File: config.mk
export PLATFORM = sky130hd
export DESIGN_NAME = running_median_filter
export DESIGN_NICKNAME = d
export VERILOG_FILES = /design/src/rtl/rmf_pkg.sv /design/src/rtl/running_median_filter.sv /design/src/rtl/rmf_cell.sv
export SDC_FILE = /design/constraint.sdc
export NUM_CORES = 1
export LEC_CHECK = 0
export BUFFER_PORTS_ARGS = -buffer_cell sky130_fd_sc_hd__buf_2
export CAP_MARGIN = 25
export CELL_PAD_IN_SITES_DETAIL_PLACEMENT = 1
export CELL_PAD_IN_SITES_GLOBAL_PLACEMENT = 2
export CORE_MARGIN = 2
export CORE_UTILIZATION = 40
export DETAILED_ROUTE_END_ITERATION = 6
export PLACE_DENSITY_LB_ADDON = 0.1
export SLEW_MARGIN = 20
export SYNTH_ARGS = -nofsm -noshare
export SYNTH_HDL_FRONTEND = slang
export SYNTH_SLANG_ARGS = --single-unit
File: constraint.sdc
create_clock -name clk_i -period 13.45 [get_ports clk_i]
set_clock_uncertainty 0.2 [all_clocks]
set_input_delay 1.345 -clock clk_i [delete_from_list [all_inputs] [get_ports clk_i]]
set_output_delay 1.345 -clock clk_i [all_outputs]
set_load 0.1 [all_outputs]
File: src/rtl/rmf_pkg.sv
package rmf_pkg;

  localparam int unsigned SAMPLE_BITS = 16;
  localparam int unsigned MEDIAN_BITS = SAMPLE_BITS + 1;
  localparam int unsigned COUNT_BITS  = 3;

  typedef logic signed [SAMPLE_BITS-1:0] sample_t;
  typedef logic signed [MEDIAN_BITS-1:0] median_t;

  // Handed from each cell to its right-hand neighbor.
  typedef struct packed {
    sample_t value;  // sorted value after removal
    logic    gt;     // value is held and greater than the new sample
    logic    found;  // oldest value matched at or left of this cell
    sample_t ring;   // arrival-order sample shifting right
  } link_t;

endpackage

File: src/rtl/running_median_filter.sv
// Running median over the last WINDOW signed samples.
// Input channel: in_valid_i / in_ready_o carry sample_i, one transaction per
// sample. Output channel: out_valid_o / out_ready_i carry median_twice_o
// (twice the median, exact for even counts) and held_count_o (samples held,
// taken modulo 8), one transaction per input transaction, in order.
// A row of WINDOW cells holds both the arrival-order ring and the sorted
// copy; in the cycle a sample is accepted every cell removes the oldest value
// (once the window is full) and inserts the new one in place. Once the output
// register is free, the two middle cells are selected and added into it.
// Throughput: one sample per cycle while out_ready_i is high.
// When the receiver stalls, one result waits in the output register and one
// more in the cell row; in_ready_o then drops until out_ready_i returns.
// Reset empties the window (fill count zero) and drops any pending result;
// no clearing pass is needed.
module running_median_filter #(
  parameter int unsigned WINDOW = 5
) (
  input  logic                                  clk_i,
  input  logic                                  rst_ni,
  input  logic                                  in_valid_i,
  output logic                                  in_ready_o,
  input  logic signed [rmf_pkg::SAMPLE_BITS-1:0] sample_i,
  output logic                                  out_valid_o,
  input  logic                                  out_ready_i,
  output logic signed [rmf_pkg::MEDIAN_BITS-1:0] median_twice_o,
  output logic [rmf_pkg::COUNT_BITS-1:0]        held_count_o
);
  import rmf_pkg::*;

  localparam int unsigned CW = $clog2(WINDOW + 1);
  localparam logic [CW-1:0] Full = CW'(WINDOW);

  logic [CW-1:0] cnt_q, cnt_d, cnt_rm, lo_idx, hi_idx;
  logic          pend_q, out_valid_q;
  logic          in_fire, capture, full;
  median_t       median_q, median_d;
  logic [COUNT_BITS-1:0] held_q;

  link_t   links [WINDOW+1];
  sample_t vals  [WINDOW+1];
  sample_t los   [WINDOW];
  sample_t his   [WINDOW];
  sample_t lo_or, hi_or;

  assign full    = (cnt_q == Full);
  assign cnt_rm  = full ? CW'(WINDOW - 1) : cnt_q;
  assign cnt_d   = cnt_rm + CW'(1);
  assign capture = pend_q && (!out_valid_q || out_ready_i);
  assign in_ready_o = !pend_q || capture;
  assign in_fire = in_valid_i && in_ready_o;

  assign lo_idx = (cnt_q - CW'(1)) >> 1;
  assign hi_idx = cnt_q >> 1;

  assign links[0]    = '{value: '0, gt: 1'b0, found: 1'b0, ring: sample_i};
  assign vals[WINDOW] = '0;

  for (genvar i = 0; i < WINDOW; i++) begin : g_cell
    rmf_cell #(
      .IDX(i),
      .CW (CW)
    ) u_cell (
      .clk_i      (clk_i),
      .en_i       (in_fire),
      .sample_i   (sample_i),
      .oldest_i   (links[WINDOW].ring),
      .full_i     (full),
      .cnt_rm_i   (cnt_rm),
      .left_i     (links[i]),
      .right_val_i(vals[i+1]),
      .lo_sel_i   (lo_idx == CW'(i)),
      .hi_sel_i   (hi_idx == CW'(i)),
      .right_o    (links[i+1]),
      .val_o      (vals[i]),
      .lo_o       (los[i]),
      .hi_o       (his[i])
    );
  end

  always_comb begin
    lo_or = '0;
    hi_or = '0;
    for (int i = 0; i < WINDOW; i++) begin
      lo_or = lo_or | los[i];
      hi_or = hi_or | his[i];
    end
    median_d = MEDIAN_BITS'(lo_or) + MEDIAN_BITS'(hi_or);
  end

  always_ff @(posedge clk_i or negedge rst_ni) begin
    if (!rst_ni) begin
      cnt_q       <= '0;
      pend_q      <= 1'b0;
      out_valid_q <= 1'b0;
    end else begin
      if (in_fire) begin
        cnt_q <= cnt_d;
      end
      if (in_fire) begin
        pend_q <= 1'b1;
      end else if (capture) begin
        pend_q <= 1'b0;
      end
      if (capture) begin
        out_valid_q <= 1'b1;
      end else if (out_ready_i) begin
        out_valid_q <= 1'b0;
      end
    end
  end

  always_ff @(posedge clk_i) begin
    if (capture) begin
      median_q <= median_d;
      held_q   <= COUNT_BITS'(cnt_q);
    end
  end

  assign out_valid_o    = out_valid_q;
  assign median_twice_o = median_q;
  assign held_count_o   = held_q;

  a_cnt_bound: assert property (@(posedge clk_i) disable iff (!rst_ni)
    cnt_q <= Full)
    else $error("fill count beyond window");

  a_fire_pend: assert property (@(posedge clk_i) disable iff (!rst_ni)
    in_fire |=> pend_q)
    else $error("accepted sample not pending");

  a_pend_cnt: assert property (@(posedge clk_i) disable iff (!rst_ni)
    pend_q |-> cnt_q != '0)
    else $error("pending result with empty window");

  a_capture: assert property (@(posedge clk_i) disable iff (!rst_ni)
    capture |=> out_valid_q)
    else $error("captured result not presented");

endmodule

File: src/rtl/rmf_cell.sv
module rmf_cell #(
  parameter int unsigned IDX = 0,
  parameter int unsigned CW  = 3
) (
  input  logic             clk_i,
  input  logic             en_i,
  input  rmf_pkg::sample_t sample_i,
  input  rmf_pkg::sample_t oldest_i,
  input  logic             full_i,
  input  logic [CW-1:0]    cnt_rm_i,
  input  rmf_pkg::link_t   left_i,
  input  rmf_pkg::sample_t right_val_i,
  input  logic             lo_sel_i,
  input  logic             hi_sel_i,
  output rmf_pkg::link_t   right_o,
  output rmf_pkg::sample_t val_o,
  output rmf_pkg::sample_t lo_o,
  output rmf_pkg::sample_t hi_o
);
  import rmf_pkg::*;

  localparam logic [CW-1:0] Pos = CW'(IDX);

  sample_t sorted_q, sorted_d;
  sample_t ring_q;
  sample_t removed;
  logic    eq, take, gt_v;

  always_comb begin
    eq      = full_i && (sorted_q == oldest_i);
    take    = full_i && (left_i.found || eq);
    removed = take ? right_val_i : sorted_q;
    gt_v    = (Pos < cnt_rm_i) && ($signed(removed) > $signed(sample_i));
    if (left_i.gt) begin
      sorted_d = left_i.value;
    end else if (gt_v || (Pos == cnt_rm_i)) begin
      sorted_d = sample_i;
    end else begin
      sorted_d = removed;
    end
  end

  // payload only; validity is tracked by the fill count
  always_ff @(posedge clk_i) begin
    if (en_i) begin
      sorted_q <= sorted_d;
      ring_q   <= left_i.ring;
    end
  end

  assign right_o = '{value: removed, gt: gt_v, found: left_i.found || eq, ring: ring_q};
  assign val_o   = sorted_q;
  assign lo_o    = lo_sel_i ? sorted_q : '0;
  assign hi_o    = hi_sel_i ? sorted_q : '0;

endmodule

# Word level (Yosys, flattened, before mapping)
# Index checks and enable logic that the tools add are counted.
# op_classes
magnitude_cmp,10
n_addsub,3
n_eq_ne,16
n_mux,27
reduce_logical,35
bitwise,6
# ops
operator,count
$mux 16,22
$or 16x16->16,6
$eq 16x16->1,5
$gt 16x16->1,5
$add 16x16->17,1
$logic_and 1x1->1,17
$logic_or 1x1->1,11
$logic_not 3->1,3
$eq 2x2->1 const B,4
$eq 2x3->1 const A,2
$lt 1x3->1 const A,2
$lt 2x3->1 const A,2
$eq 2x1->1 const B,2
$mux 1,4
$reduce_bool 2->1,2
$add 3x1->3 const B,1
$eq 1x3->1 const A,1
$eq 3x3->1 const A,1
$eq 3x3->1 const B,1
$lt 3x3->1 const A,1
$mux 3,1
$sub 3x1->3 const B,1
$logic_not 1->1,2
# word_totals
in_bits,20
register_bits,185

# Longest topological paths before layout
# logic_depth
ltp_word,13
mapped_depth,21

# Cells and area by module
# A second synthesis with hierarchy kept.
# hier_totals
cells_unflattened,1780
area_unflattened_um2,15952.8
# by_module_without_submodules
mod,instances,cells_per_inst,seq_area_each_um2,area_per_inst_um2
rmf_cell at g_cell[2].u_cell,1,370,960.9,3121.7
rmf_cell at g_cell[3].u_cell,1,337,960.9,2985.4
rmf_cell at g_cell[0].u_cell,1,324,960.9,2831.5
rmf_cell at g_cell[4].u_cell,1,267,960.9,2571.2
rmf_cell at g_cell[1].u_cell,1,226,960.9,2389.8
running_median_filter,1,256,725.7,2053.2

# Worst setup path after synthesis
# No wires, ideal clock.
# synth_path
path_type,in2reg
from,input out_ready_i
to,register cnt_q[2]
slack_ns,7.142
arrival_time_ns,5.971
t_required_ns,13.113
stages,5
setup_time_ns,0.137
path_cell_list,nand3b_1 > nand2_1 > inv_1 > nand2_1 > xnor2_1
# synth_between
elab_chain_cells,4
# synth_lines
item,line,source
start: declaration,running_median_filter.sv:24,"input logic out_ready_i,"
$logic_or 1x1->1,running_median_filter.sv:48,assign capture = pend_q && (!out_valid_q || out_ready_i);
$logic_and 1x1->1,running_median_filter.sv:48,
$logic_or 1x1->1,running_median_filter.sv:49,assign in_ready_o = !pend_q || capture;
$logic_and 1x1->1,running_median_filter.sv:50,assign in_fire = in_valid_i && in_ready_o;
named net g_cell[0].u_cell.en_i,rmf_cell.sv:6,"input logic en_i,"
end signal: assignment,running_median_filter.sv:97,cnt_q <= cnt_d;
end: declaration,running_median_filter.sv:33,"logic [CW-1:0] cnt_q, cnt_d, cnt_rm, lo_idx, hi_idx;"
# The timed path passes the listed nets, and every way through them passes these cells.
# A chain may end at the register's enable or synchronous reset.

# Worst setup path in the final report
# layout_path
from,register g_cell[4].u_cell.ring_q[3]
to,"register g_cell[3].u_cell.sorted_q[4], data pin"
# layout_between
elab_chain_cells,12
word_cells_on_any_way,22
# layout_lines
item,line,source
start: declaration,rmf_cell.sv:25,sample_t ring_q;
start signal: assignment,rmf_cell.sv:47,ring_q <= left_i.ring;
$eq 16x16->1,rmf_cell.sv:30,eq = full_i && (sorted_q == oldest_i);
$logic_and 1x1->1,rmf_cell.sv:30,
$logic_or 1x1->1,rmf_cell.sv:51,"assign right_o = '{value: removed, gt: gt_v, found: left_i.found || eq, ring: ring_q};"
$logic_or 1x1->1,"rmf_cell.sv:31, rmf_cell.sv:51",
$logic_or 1x1->1,rmf_cell.sv:31,take = full_i && (left_i.found || eq);
$logic_and 1x1->1,rmf_cell.sv:31,
$mux 16,rmf_cell.sv:32,removed = take ? right_val_i : sorted_q;
$gt 16x16->1,rmf_cell.sv:33,gt_v = (Pos < cnt_rm_i) && ($signed(removed) > $signed(sample_i));
$logic_and 1x1->1,rmf_cell.sv:33,
$logic_or 1x1->1,rmf_cell.sv:36,end else if (gt_v || (Pos == cnt_rm_i)) begin
$mux 16,rmf_cell.sv:36,
$mux 16 *,rmf_cell.sv:34,if (left_i.gt) begin
named net g_cell[3].u_cell.sorted_d[4],rmf_cell.sv:24,"sample_t sorted_q, sorted_d;"
end signal: assignment,rmf_cell.sv:46,sorted_q <= sorted_d;
end: declaration,rmf_cell.sv:24,
# The timed path passes the listed nets; every way through them passes the cells marked *.

==> results.toml <==
[grt]
overflow = 0
use_met3_pct = 2.93
grt_first_pass_wirelength_um = 62000
grt_pass1_vias = 9345
gr-max-usage-layer = "met2"
groute.layer.met1.usage_pct = 36.8
grt_max_degree = 95
grt_antenna_before_repair = 0
met2_usage_pct = 39.8
grt_usage_pct = 25.8

[placement]
dp_slack_ns = 7.04
place_congestion = 0.900
dp_hpwl_um = 31500
io_buffers = 41

[clocking]
insertion_delay_ns = 0.47
cts_max_path_buffers = 2
hold_buffers = 0
clk_pin_slew_ns = 0.07
cts_made_buffers = 17
post_cts_buffers = 0
cts_resized = 0
h-tree-depth = 4
cts_tree = "built"
cts.sinks = 185
root_buffer = "clkbuf_16"

[final_layout]
drive_gt1_share_pct = 14.8
num_antenna_cells = 0
area_delta_synth_final_pct = 8.79
fin_nets = 1211

[synth]
synth_seq_area_share_pct = 43.8
syn-num-nets = 1197
syn_area_mm2 = 0.0126
ys_async_sr_fraction_pct = 2.70
synth-seq-cells = 185
synth_cell_types = 72
synth_flop_cell = "edfxtp_1"
synth_top_area_share_pct = 42.8
synth_edf_count = 180
yosysMostFrequentCell = "edfxtp_1"
yosys_warnings = 0
yosys.area.top_type = "edfxtp_1"
syn_inst = 1075
avgSynthCellArea_um2 = 11.8
synth_common_cells = "180 x edfxtp_1, 101 x ha_1, 77 x a21oi_1"
ys_top_cells_by_area = "edfxtp_1 43%, ha_1 10%, mux4_2 5.7%"

[sta]
postLayoutSetupSlackWorst_ns = 7.03
worst_pin_slew_ns = 0.982
rsz0062_at_grt = "false"
setup_violations = 0
slew_headroom_pct = 34.5
fmaxAchievable_ghz = 0.156
timing_hold_violations_final = 0
min_period_over_period_pct = 47.7
fin_crit_ns = 6.42
final_max_slew_viol_count = 0
tns_ns = 0

[floorplanning]
core.rowCount = 65
die_y_um = 182
start_util_pct = 40.3
top_level_ports = 42
dieArea_mm2 = 0.0330
core_mm2 = 0.0313
chipWidth_um = 182

[flow_run]
maxCapViolCount = 0

[setup_path]
max_stage_delay_ns = 0.80
cp_num_buf_inv = 2
worstSetupPathType = "register to register"
crit_slowest_cell = "nor3_2"
worst-endpoint-arrival_ns = 6.39
cp_cell_sequence = "xor2_1, nor4_2, nand2_1, nor4bb_4, nor4_4, buf_4, mux2i_1, inv_1, ha_1, nand4_1, o41ai_1, nor2_1, and4_1, or2_2, nor3_2, a221oi_1"
cp.required_ns = 13.42
startpoint_type = "register"
critical_path.max_fanout = 33
crit_family = "simple AND/OR/NAND/NOR gates"
critPathCaptureType = "register"

[route]
route.detailed.drc = 0
drt-total-wl_um = 41000
vias_per_cell = 6.01
detail-route-antenna-nets = 0
drtIter0Drc = 739
drtPass1Iterations = 5
vias = 9029
routedWlPerCell_um = 27.3

[min_path]
hold_path_class = "register to register"

[run_status]
status = "finished, final reports clean"
-- layout by cell type, fill, tap and decap left out, types with 16 or more instances in the layout --
master and count:
a21oi_1 76, a221o_1 32, and2_1 37, buf_2 41, clkbuf_16 17, edfxtp_1 180, ha_1 101, inv_1 73
mux2_2 20, mux2i_1 40, mux4_2 32, nand2_1 27, nand4_1 22, nand4b_1 16, nor2_1 51, nor3_1 24
o21ai_0 17, xnor2_1 29, xor2_1 64
-- final timing paths --
check | startpoint | end | slack, ns | cells after the start
worst max-delay path | g_cell[4].u_cell.ring_q[3] | g_cell[3].u_cell.val_o[4] | 7.03 | 16
worst min register to register | g_cell[0].u_cell.ring_q[15] | g_cell[1].u_cell.ring_q[15] | 0.22 | 0
worst max register to register | g_cell[4].u_cell.ring_q[3] | g_cell[3].u_cell.val_o[4] | 7.03 | 16
min in group asynchronous | rst_ni | cnt_q[2] | 0.50 | 1
max in group asynchronous | rst_ni | cnt_q[0] | 12.40 | 1
worst min-delay path | g_cell[0].u_cell.ring_q[15] | g_cell[1].u_cell.ring_q[15] | 0.22 | 0
-- worst reg2reg max path, cell delays in order, from the launching register on --
cell and delay [ns]:
edfxtp_1 0.52, xor2_1 0.20, nor4_2 0.35, nand2_1 0.14, nor4bb_4 0.68, nor4_4 0.11, buf_4 0.32, mux2i_1 0.45
inv_1 0.09, ha_1 0.33, nand4_1 0.21, o41ai_1 0.60, nor2_1 0.09, and4_1 0.26, or2_2 0.53, nor3_2 0.81
a221oi_1 0.23
-- state kept, by name (all words and copies together) (netlist names) --
signal / flops
g_cell.u_cell.val_o: 80
median_twice_o: 17
g_cell.u_cell.ring_q: 80
out_valid_o: 1
cnt_q: 3
pend_q: 1
held_count_o: 3
-- area by class of cell --
class / instances / area [um^2]
Clock buffer: 18 / 429
Clock inverter: 13 / 169
Fill cell: 3327 / 17600
Inverter: 76 / 290
Multi-Input combinational cell: 757 / 6530
Sequential cell: 185 / 5530
Tap cell: 402 / 503
Timing Repair Buffer: 52 / 288
-- through the flow --
step / hold WS (ns) / util, % / instance area [um^2] / cells
floorplan: 0.200 / - / 12600 / 1075
global placement: 0.200 / 42.0 / 13100 / 1472
detailed placement: 0.205 / 42.0 / 13100 / 1472
CTS: 0.223 / 43.9 / 13700 / 1503
global route: 0.227 / 43.9 / 13700 / 1503
finish: 0.220 / 43.9 / 13700 / 1503
-- cells by family (layout without fill, tap and decap cells) --
kind of cell	count (synthesis)	count (layout)	share of synthesized area (%)
simple gates	245	245	11.3
compound gates	222	222	12.5
flops	185	185	43.8
buf+inv	133	159	4.81
fa+ha+maj	102	102	10.2
xor+xnor	94	94	6.52
mux	94	94	10.9
-- metal layers --
metal / part of all wire (%) / vias to the layer above
met5: 0 / -
met4: 3.6 / 0
met3: 3.4 / 57
met2: 46 / 222
met1: 47 / 4600
li1: - / 4150
Power is left out: the tool's default activity adds up to more than one toggle a clock period on the data nets, which glitch-free logic cannot reach.
